`src/sv/stms_pkg.sv`:
```
package stms_pkg;

   // field widths
   localparam int COORD_BITS   = 10;
   localparam int DELTA_W      = COORD_BITS + 1;
   localparam int MAG_W        = COORD_BITS;
   localparam int SCALE_W      = 8;
   localparam int SPEED_MAG_W  = SCALE_W;
   localparam int SPEED_W      = SPEED_MAG_W + 1;
   localparam int BIT_IDX_W    = $clog2(SPEED_MAG_W);

   // datapath widths
   localparam int SQ1_W        = 2 * MAG_W;
   localparam int SQ_W         = SQ1_W + 1;
   localparam int NUM_W        = MAG_W + SCALE_W;
   localparam int TGT_W        = 2 * NUM_W;
   localparam int TSQ_W        = 2 * SPEED_MAG_W;
   localparam int PROD_W       = TSQ_W + SQ_W;

   // stream widths
   localparam int IN_RAW_W     = 2 * COORD_BITS;
   localparam int IN_DATA_W    = ((IN_RAW_W + 7) / 8) * 8;
   localparam int OUT_RAW_W    = 2 * DELTA_W + 2 * SPEED_W;
   localparam int OUT_DATA_W   = ((OUT_RAW_W + 7) / 8) * 8;

   localparam logic [SCALE_W-1:0] SCALE_RESET = SCALE_W'(100);

   typedef enum logic [2:0] {
      ST_IDLE,
      ST_SQ,
      ST_SUM,
      ST_TSQ,
      ST_PROD,
      ST_CMP,
      ST_OUT
   } state_type;

   typedef struct packed {
      logic                 load;
      logic                 sq;
      logic                 sum;
      logic                 tsq;
      logic                 prod;
      logic                 cmp;
      logic                 out_load;
      logic [BIT_IDX_W-1:0] bit_idx;
   } cmd_type;

   typedef struct packed {
      logic out_free;
   } status_type;

endpackage

```
`src/sv/stms_ctrl.sv`:
```
module stms_ctrl (
   input  logic                clock,
   input  logic                reset,
   input  logic                req_tvalid,
   input  logic                req_tlast,
   output logic                req_tready,
   input  stms_pkg::status_type status,
   output stms_pkg::cmd_type    cmd
);
   import stms_pkg::*;

   state_type            state_ff, state_in;
   logic [BIT_IDX_W-1:0] bit_ff, bit_in;

   always_ff @(posedge clock) begin
      if (reset) begin
         state_ff <= ST_IDLE;
         bit_ff   <= '0;
      end else begin
         state_ff <= state_in;
         bit_ff   <= bit_in;
      end
   end

   // next state
   always_comb begin
      state_in = state_ff;
      bit_in   = bit_ff;
      unique case (state_ff)
         ST_IDLE: begin
            if (req_tvalid) begin
               state_in = req_tlast ? ST_OUT : ST_SQ;
            end
         end
         ST_SQ:   state_in = ST_SUM;
         ST_SUM: begin
            state_in = ST_TSQ;
            bit_in   = BIT_IDX_W'(SPEED_MAG_W - 1);
         end
         ST_TSQ:  state_in = ST_PROD;
         ST_PROD: state_in = ST_CMP;
         ST_CMP: begin
            if (bit_ff == '0) begin
               state_in = ST_OUT;
            end else begin
               state_in = ST_TSQ;
               bit_in   = bit_ff - BIT_IDX_W'(1);
            end
         end
         ST_OUT: begin
            if (status.out_free) begin
               state_in = ST_IDLE;
            end
         end
         default: state_in = ST_IDLE;
      endcase
   end

   // outputs
   always_comb begin
      cmd         = '0;
      cmd.bit_idx = bit_ff;
      req_tready  = 1'b0;
      unique case (state_ff)
         ST_IDLE: begin
            req_tready = 1'b1;
            cmd.load   = req_tvalid;
         end
         ST_SQ:   cmd.sq   = 1'b1;
         ST_SUM:  cmd.sum  = 1'b1;
         ST_TSQ:  cmd.tsq  = 1'b1;
         ST_PROD: cmd.prod = 1'b1;
         ST_CMP:  cmd.cmp  = 1'b1;
         ST_OUT:  cmd.out_load = status.out_free;
         default: cmd = '0;
      endcase
   end

endmodule

```
`src/sv/stms_dp.sv`:
```
module stms_dp (
   input  logic                                 clock,
   input  logic                                 reset,
   input  logic                                 csr_wen,
   input  logic [stms_pkg::SCALE_W-1:0]         csr_wdata,
   input  logic [stms_pkg::COORD_BITS-1:0]      in_x,
   input  logic [stms_pkg::COORD_BITS-1:0]      in_y,
   input  logic                                 in_lift,
   input  stms_pkg::cmd_type                    cmd,
   output stms_pkg::status_type                 status,
   input  logic                                 rsp_tready,
   output logic                                 rsp_tvalid,
   output logic                                 out_lift,
   output logic signed [stms_pkg::DELTA_W-1:0]  out_dx,
   output logic signed [stms_pkg::DELTA_W-1:0]  out_dy,
   output logic signed [stms_pkg::SPEED_W-1:0]  out_sx,
   output logic signed [stms_pkg::SPEED_W-1:0]  out_sy
);
   import stms_pkg::*;

   logic [SCALE_W-1:0]      scale_ff;
   logic [COORD_BITS-1:0]   last_x_ff, last_y_ff;
   logic                    lift_ff;
   logic [DELTA_W-1:0]      dx_ff, dy_ff, dx_in, dy_in;
   logic [MAG_W-1:0]        ax_ff, ay_ff;
   logic [SQ1_W-1:0]        sqx_ff, sqy_ff;
   logic [NUM_W-1:0]        numx_ff, numy_ff;
   logic [SQ_W-1:0]         q_ff;
   logic [TGT_W-1:0]        tgtx_ff, tgty_ff;
   logic [TSQ_W-1:0]        tsqx_ff, tsqy_ff;
   logic [PROD_W-1:0]       prodx_ff, prody_ff;
   logic [SPEED_MAG_W-1:0]  kx_ff, ky_ff, tx, ty, bit_mask;
   logic [SPEED_MAG_W-1:0]  kx_out, ky_out;
   logic                    rsp_valid_ff;
   logic                    out_lift_ff;
   logic [DELTA_W-1:0]      out_dx_ff, out_dy_ff;
   logic [SPEED_W-1:0]      out_sx_ff, out_sy_ff;
   logic                    zero_len;

   assign dx_in    = {1'b0, in_x} - {1'b0, last_x_ff};
   assign dy_in    = {1'b0, in_y} - {1'b0, last_y_ff};
   assign bit_mask = SPEED_MAG_W'(1) << cmd.bit_idx;
   assign tx       = kx_ff | bit_mask;
   assign ty       = ky_ff | bit_mask;
   assign zero_len = (q_ff == '0);
   assign kx_out   = zero_len ? '0 : kx_ff;
   assign ky_out   = zero_len ? '0 : ky_ff;

   assign status.out_free = !rsp_valid_ff || rsp_tready;

   // control state
   always_ff @(posedge clock) begin
      if (reset) begin
         scale_ff     <= SCALE_RESET;
         last_x_ff    <= '0;
         last_y_ff    <= '0;
         rsp_valid_ff <= 1'b0;
      end else begin
         if (csr_wen) begin
            scale_ff <= csr_wdata;
         end
         if (cmd.load && !in_lift) begin
            last_x_ff <= in_x;
            last_y_ff <= in_y;
         end
         if (cmd.out_load) begin
            rsp_valid_ff <= 1'b1;
         end else if (rsp_tready) begin
            rsp_valid_ff <= 1'b0;
         end
      end
   end

   // payload
   always_ff @(posedge clock) begin
      if (cmd.load) begin
         lift_ff <= in_lift;
         dx_ff   <= dx_in;
         dy_ff   <= dy_in;
         ax_ff   <= dx_in[DELTA_W-1] ? MAG_W'(-dx_in) : MAG_W'(dx_in);
         ay_ff   <= dy_in[DELTA_W-1] ? MAG_W'(-dy_in) : MAG_W'(dy_in);
         kx_ff   <= '0;
         ky_ff   <= '0;
      end
      if (cmd.sq) begin
         sqx_ff  <= SQ1_W'(ax_ff) * SQ1_W'(ax_ff);
         sqy_ff  <= SQ1_W'(ay_ff) * SQ1_W'(ay_ff);
         numx_ff <= NUM_W'(ax_ff) * NUM_W'(scale_ff);
         numy_ff <= NUM_W'(ay_ff) * NUM_W'(scale_ff);
      end
      if (cmd.sum) begin
         q_ff    <= SQ_W'(sqx_ff) + SQ_W'(sqy_ff);
         tgtx_ff <= TGT_W'(numx_ff) * TGT_W'(numx_ff);
         tgty_ff <= TGT_W'(numy_ff) * TGT_W'(numy_ff);
      end
      if (cmd.tsq) begin
         tsqx_ff <= TSQ_W'(tx) * TSQ_W'(tx);
         tsqy_ff <= TSQ_W'(ty) * TSQ_W'(ty);
      end
      if (cmd.prod) begin
         prodx_ff <= PROD_W'(tsqx_ff) * PROD_W'(q_ff);
         prody_ff <= PROD_W'(tsqy_ff) * PROD_W'(q_ff);
      end
      if (cmd.cmp) begin
         if (TGT_W'(prodx_ff) <= tgtx_ff && prodx_ff[PROD_W-1:TGT_W] == '0) begin
            kx_ff <= tx;
         end
         if (TGT_W'(prody_ff) <= tgty_ff && prody_ff[PROD_W-1:TGT_W] == '0) begin
            ky_ff <= ty;
         end
      end
      if (cmd.out_load) begin
         out_lift_ff <= lift_ff;
         if (lift_ff) begin
            out_dx_ff <= '0;
            out_dy_ff <= '0;
            out_sx_ff <= '0;
            out_sy_ff <= '0;
         end else begin
            out_dx_ff <= dx_ff;
            out_dy_ff <= dy_ff;
            out_sx_ff <= dx_ff[DELTA_W-1] ? SPEED_W'(0) - SPEED_W'(kx_out) : SPEED_W'(kx_out);
            out_sy_ff <= dy_ff[DELTA_W-1] ? SPEED_W'(0) - SPEED_W'(ky_out) : SPEED_W'(ky_out);
         end
      end
   end

   assign rsp_tvalid = rsp_valid_ff;
   assign out_lift   = out_lift_ff;
   assign out_dx     = out_dx_ff;
   assign out_dy     = out_dy_ff;
   assign out_sx     = out_sx_ff;
   assign out_sy     = out_sy_ff;

endmodule

```
`src/sv/stroke_to_motion_segments.sv`:
```
// Move: the result is loaded into the output register after the load, square/scale and sum steps
//   and the 8-bit speed search (per bit: square, multiply by Q, compare); no new point is taken meanwhile.
// Lift (stroke end): the result goes from the load straight to the output register, with no search.
// The next input is taken while a finished result still waits in the output register.
// Reset (synchronous, active high): speed_scale = 100, last point = origin, no result pending.
module stroke_to_motion_segments (
   input  logic                               clock,
   input  logic                               reset,
   // configuration: speed_scale
   input  logic                               csr_wen,
   input  logic [stms_pkg::SCALE_W-1:0]       csr_wdata,
   // input points
   input  logic                               req_tvalid,
   output logic                               req_tready,
   input  logic [stms_pkg::IN_DATA_W-1:0]     req_tdata,  // x, y
   input  logic                               req_tlast,  // stroke_end
   // motion segments
   output logic                               rsp_tvalid,
   input  logic                               rsp_tready,
   output logic [stms_pkg::OUT_DATA_W-1:0]    rsp_tdata,  // delta_x, delta_y, speed_x, speed_y
   output logic                               rsp_tuser   // is_lift
);
   import stms_pkg::*;

   cmd_type    cmd;
   status_type status;

   logic [COORD_BITS-1:0]   in_x, in_y;
   logic                    out_lift;
   logic signed [DELTA_W-1:0] out_dx, out_dy;
   logic signed [SPEED_W-1:0] out_sx, out_sy;

   // unpack the point; upper pad bits of tdata are ignored
   assign in_x = req_tdata[COORD_BITS-1:0];
   assign in_y = req_tdata[2*COORD_BITS-1:COORD_BITS];

   // sequencer: load, square/scale, sum, then an MSB-first search for each speed
   // magnitude k (largest k with k^2 * Q <= (|delta| * scale)^2), both axes at once
   stms_ctrl u_ctrl (
      .clock      (clock),
      .reset      (reset),
      .req_tvalid (req_tvalid),
      .req_tlast  (req_tlast),
      .req_tready (req_tready),
      .status     (status),
      .cmd        (cmd)
   );

   // datapath: last point, delta, squares, targets, search registers, output register
   stms_dp u_dp (
      .clock      (clock),
      .reset      (reset),
      .csr_wen    (csr_wen),
      .csr_wdata  (csr_wdata),
      .in_x       (in_x),
      .in_y       (in_y),
      .in_lift    (req_tlast),
      .cmd        (cmd),
      .status     (status),
      .rsp_tready (rsp_tready),
      .rsp_tvalid (rsp_tvalid),
      .out_lift   (out_lift),
      .out_dx     (out_dx),
      .out_dy     (out_dy),
      .out_sx     (out_sx),
      .out_sy     (out_sy)
   );

   // pack the result, first field in the low bits, zero fill to whole bytes
   always_comb begin
      rsp_tdata                  = '0;
      rsp_tdata[OUT_RAW_W-1:0]   = {out_sy, out_sx, out_dy, out_dx};
   end

   assign rsp_tuser = out_lift;

endmodule
```
`config.mk`:
```
export PLATFORM = sky130hd
export DESIGN_NAME = stroke_to_motion_segments
export DESIGN_NICKNAME = d
export VERILOG_FILES = /design/src/sv/stms_pkg.sv /design/src/sv/stms_ctrl.sv /design/src/sv/stms_dp.sv /design/src/sv/stroke_to_motion_segments.sv
export SDC_FILE = /design/constraint.sdc
export NUM_CORES = 2
export LEC_CHECK = 0
export ABC_AREA = 1
export BUFFER_PORTS_ARGS = -buffer_cell sky130_fd_sc_hd__buf_2
export CORE_MARGIN = 3
export CORE_UTILIZATION = 70
export CTS_CLUSTER_SIZE = 40
export DETAILED_ROUTE_END_ITERATION = 8
export PLACE_DENSITY = 0.86
export SLEW_MARGIN = 0
export SYNTH_ARGS = -nofsm -noshare
export SYNTH_HDL_FRONTEND = slang
export SYNTH_SLANG_ARGS = --single-unit
```
`constraint.sdc`:
```
create_clock -name clock -period 11.6 [get_ports clock]
set_input_delay 1.74 -clock clock [delete_from_list [all_inputs] [get_ports clock]]
set_output_delay 1.74 -clock clock [all_outputs]
set_load 0.02 [all_outputs]
```
---- Yosys cells after proc, flatten, opt, wreduce, memory -nomap -nowiden ----
Index checks and enable logic that the tools add are counted.
cells by class
  $add $sub $neg .......................... 8
  multipliers ............................. 10
  magnitude comparators ................... 2
  equality and inequality tests ........... 9
  shift operators ......................... 1
  muxes and demuxes ....................... 30
  bitwise logic cells ..................... 6
  reduce and logical (&&, ||, !) cells .... 16
operator list
  kind                   count
  $mux W8                10
  $mul A16 B21 Y37       2
  $le A36 B36 Y1         2
  $mul A18 B18 Y36       2
  $mul A10 B10 Y20       2
  $mul A10 B8 Y18        2
  $mul A8 B8 Y16         2
  $sub A10 B10 Y11       2
  $add A20 B20 Y21       1
  $logic_not A21 Y1      1
  $pmux W3 S7            1
  $mux W10               2
  $neg A10 Y10           2
  $mux W3                6
  $sub A1 B8 Y9 const A  2
  $or A8 B8 Y8           2
  $mux W1                10
  $eq A3 B3 Y1 const B   3
  $shl A1 B3 Y8 const A  1
  $reduce_or A7 Y1       1
  $eq A3 B2 Y1 const B   2
  $logic_not A3 Y1       2
  $pmux W3 S2            1
  $ne A2 B2 Y1 const B   2
  other kinds (10)       19
word-level totals
  register bits ........................... 410
  input port bits ......................... 38
  output and inout bits ................... 43
  word-level logic and storage cells ...... 113

---- Longest topological paths before layout ----
  word-level depth ........................ 7
  gate-level depth with buffers ........... 28
  gate-level depth less buffers ........... 27

---- Hierarchy ----
From an unflattened synthesis, not the netlist that was laid out.
second synthesis, totals
  cells, all modules ...................... 8869
  area total of the unflattened synthesis .. 72734.8 µm²
by module, submodules not included
  module     instances  cells an instance  area each (µm²)  seq. area each (µm²)
  stms_dp    1          8794               72278.1          11441.0
  stms_ctrl  1          75                 456.7            120.1

---- Worst setup path before layout ----
Ideal clock, no wire load.
  kind .................................... register to register
  from .................................... reg u_ctrl.state_ff[1]
  to ...................................... reg u_ctrl.bit_ff[1]
  setup time .............................. 115 ps
  arrival ................................. 7798 ps
  data required time ...................... 11485 ps
  setup slack ............................. 3687 ps
  cell stages (with the launch flop) ...... 5
  buffers on the path ..................... 0
  clock period less this slack ............ 7913 ps
  cells stage by stage .................... dfxtp_1 > inv_1 > nor3_1 > nor2_1 > a221oi_1
between the ends
  cells in the longest elaborated chain, start to end .. 3
  elaborated cells between the ends (all ways) .. 6
  those cells by class .................... 3 x eq/ne; 1 x mux; 2 x reduce/logical
RTL lines
  what                                                                        line             RTL
  start, declared                                                             stms_ctrl.sv:12  state_type state_ff, state_in;
  start signal, assigned                                                      stms_ctrl.sv:20  state_ff <= state_in;
  $eq A3 B3 Y1 / $eq A3 B2 Y1 (equally long branches)                         stms_ctrl.sv:29  unique case (state_ff)
  $ne A2 B2 Y1 (no source line) / $reduce_bool A2 Y1 (equally long branches)  n/a
  $reduce_and A2 Y1 (no source line)                                          n/a
  end signal, assigned                                                        stms_ctrl.sv:21  bit_ff <= bit_in;
  end, declared                                                               stms_ctrl.sv:13  logic [BIT_IDX_W-1:0] bit_ff, bit_in;
Parallel ways exist; a longest one is shown, timed or not.
A chain may end at the register's enable or synchronous reset.

---- Final worst setup path ----
  from .................................... reg u_dp.tsqy_ff[4]
  to ...................................... reg u_dp.prody_ff[36] (data pin)
between the ends
  cells in the longest elaborated chain, start to end .. 1
RTL lines
  what                    line            RTL
  start, declared         stms_dp.sv:30   logic [TSQ_W-1:0] tsqx_ff, tsqy_ff;
  start signal, assigned  stms_dp.sv:98   tsqy_ff <= TSQ_W'(ty) * TSQ_W'(ty);
  $mul A16 B21 Y37        stms_dp.sv:102  prody_ff <= PROD_W'(tsqy_ff) * PROD_W'(q_ff);
  end signal, assigned    stms_dp.sv:102
  end, declared           stms_dp.sv:31   logic [PROD_W-1:0] prodx_ff, prody_ff;
No other way between the ends.

==> run metrics <==
number of synthesized register bits 402; vias in the first global route about 60000; TritonCTS clock tree done; Final Critical Period 6.45 ns; clock sink count 402; setup tns final 0 ns; Mean Syn Cell Area 8.18 µm²; asr flop ratio synth 0%; wire per inst roughly 17 µm; fin util between 70% and 80%; Core Rows 117; Final nets 10800; gr ovfl total 0; crit-path cells nand2_1, fa_1, inv_1, fa_1, fa_1, fa_1, fa_1, inv_1, fa_1, inv_1, ha_1, a21oi_1, o21ai_0, a21oi_1, nor2_1, nor2_1, nand3_1, xor2_1; CTS-repair resized insts 0; Pre-antenna DRT Iters 8; Die Area between 100000 and 150000 µm²; final worst-path cycle share 55.6%; via/cell ratio approximately 5.5; CP Launch Type flip-flop; synth-to-layout area growth 3.93%; slowest cell on the critical path edfxtp_1; Initial Utilization 71.0%; Setup Skew ~0.042 ns; relative slew slack around 17%; placed cells 10100; port buffer count 76; Main synth FF type edfxtp_1; Worst Max-Slew Pin Slew roughly 1.2 ns; hold endpoint u_dp.last_y_ff[5]; Final ANT Viol Nets 0; clk root buf clkbuf_16; clock buffer count from CTS 46; FF-to-FF Start u_dp.tsqy_ff[4]; Bufs and invs on worst path 3; MaxCap Viol Count 0; number of synthesized flops with an enable pin 351; reg2reg end u_dp.prody_ff[36]; crit-path max cell delay 1.09 ns; DR vias between 50000 and 60000; Data required, critical path 11.99 ns; post-DP HPWL 134 mm; die height 328 µm; later-pin clock latency in the skew report 0.63 ns; # hold bufs at CTS 0; number of remaining DRC errors 0; Post-Syn Area 72600 µm²; first-pass GRT wire length 288 mm; initial antenna violation count 5; part of the Yosys area used for sequential elements 15.9%; WL final 169 mm; Synth warnings 0; reg2reg path depth 18; H-tree depth 2; Netlist cell types 49; share of cells above drive strength 1 approximately 2.7%; Setup Viol. Count Final 0; Mapped Cells approximately 8900; Fill cells 7295; Core Area just over 100000 µm²; GPL Wtd Cong 0.934; WS Path Type reg2reg; CP top delay family adder cells; hold path depth 2; Crit path top cell by count fa_1; I/O pin total 81; Max Transition Viols Final 0; HP Start u_dp.last_y_ff[5]; worst-path maximum fanout 21; crit end category flip-flop; reg2reg setup slack 5.15 ns; largest net degree at the start of global routing 76; number of diodes 0; die width 328 µm; Post-CTS Setup Repair Bufs 0; Fmax achieved around 0.16 GHz; maximum root-to-sink buffer count 3; RSZ-0062 raised after global routing false; Final Hold Viols 0; HP Class reg2reg; status finished clean; Tot GR Track Use 32.7%; DRT iter0 DRCs 3962; CTS clk-pin slew, worst paths around 0.060 ns; Critical Path AT 6.83 ns; fin cells 10200
-- worst max path at each step --
stage / start / endpoint / cells after the start
CTS: u_dp.tsqy_ff[4] / u_dp.prody_ff[36] / 20
finish: u_dp.tsqy_ff[4] / u_dp.prody_ff[36] / 18
detailed placement: u_dp.tsqy_ff[4] / u_dp.prody_ff[28] / 23
floorplan: u_ctrl.state_ff[1] / u_ctrl.bit_ff[1] / 4
global placement: u_dp.tsqy_ff[4] / u_dp.prody_ff[36] / 20
global route: u_dp.numx_ff[4] / u_dp.tgtx_ff[30] / 21
-- per-layer routing --
metal	up-vias	GRT usage (%)	routed length, µm
li1	26000	-	-
met4	10	13.6	7480
met1	27300	40.3	63800
met2	2224	58.1	85200
met5	-	0	69
met3	600	4.40	12100
-- metrics by stage --
step / cell area (µm²) / setup slack [ns] / hold slack [ns]
after floorplan: 72600 / 3.69 / 0.421
after global placement: 74000 / 5.37 / 0.442
after detailed placement: 74000 / 5.28 / 0.452
after CTS: 75500 / 5.27 / 0.462
after global routing: 75500 / 4.89 / 0.484
final: 75500 / 5.15 / 0.460
-- sequential cells by signal, indices dropped and copies added (netlist names), 9 cells and up --
| register | count |
|---|---|
| u_dp.tsqy_ff | 15 |
| u_dp.last_y_ff | 10 |
| u_dp.prody_ff | 37 |
| u_dp.out_dy | 11 |
| u_dp.dx_ff | 10 |
| u_dp.numy_ff | 18 |
| u_dp.prodx_ff | 37 |
| u_dp.tgtx_ff | 35 |
| u_dp.tgty_ff | 35 |
| u_dp.dy_ff | 10 |
| u_dp.last_x_ff | 10 |
| u_dp.sqx_ff | 19 |
| u_dp.q_ff | 21 |
| u_dp.ay_ff | 10 |
| u_dp.tsqx_ff | 15 |
| u_dp.out_dx | 11 |
| u_dp.numx_ff | 18 |
| u_dp.sqy_ff | 19 |
| u_dp.ax_ff | 10 |
| u_dp.out_sx | 9 |
| u_dp.out_sy | 9 |
-- worst min-delay path, stage by stage, from the launching register on --
cell and delay [ns]:
dfxtp_1 0.30, inv_1 0.06, a21oi_1 0.05
-- final cells by class --
class / count / area (µm²) / share of cell area, %
Inverter: 2570 / 9650 / 12.8
Tap cell: 1368 / 1710 / 2.27
Clock buffer: 55 / 1190 / 1.58
Sequential cell: 402 / 11600 / 15.3
Clock inverter: 31 / 324 / 0.429
Multi-Input combinational cell: 5632 / 50400 / 66.7
Timing Repair Buffer: 114 / 666 / 0.882
-- cell usage in the layout, fill, tap and decap left out, types with 46 or more instances in the layout --
master / Yosys / routed
inv_1: 2568 / 2568
nand2_1: 2009 / 2009
fa_1: 1166 / 1166
ha_1: 814 / 814
nor2_1: 367 / 366
edfxtp_1: 351 / 351
a21oi_1: 348 / 348
o21ai_0: 179 / 179
xor2_1: 177 / 177
nand3_1: 175 / 175
xnor2_1: 81 / 81
buf_2: 6 / 76
nor3_1: 57 / 54
nand4_1: 53 / 53
dfxtp_1: 51 / 51
clkbuf_16: 0 / 46
-- cells by family after synthesis --
kind of cell / count (synthesis) / share of synthesized area [%]
flops: 402 / 15.9
other cells: 2 / 0.0103
simple gates: 2708 / 14.8
xor+xnor: 258 / 3.11
buf+inv: 2847 / 14.8
fa+ha+maj: 1980 / 46.2
compound gates: 682 / 5.23
-- Yosys cell counts, drive strengths merged, types with 17 or more instances --
cell type	count	area [µm²]
a21o	31	233
a21oi	358	1840
buf	33	165
clkbuf	244	916
dfxtp	51	1020
edfxtp	351	10500
fa	1166	23300
ha	814	10200
inv	2569	9640
nand2	2018	7600
nand3	176	886
nand4	53	332
nor2	372	1410
nor3	60	315
o21a	18	135
o21ai	207	1070
o21bai	17	128
xnor2	81	709
xor2	177	1550
Power is not shown: default switching activity piles up to over one toggle a cycle in this logic, so the estimate is an artifact.
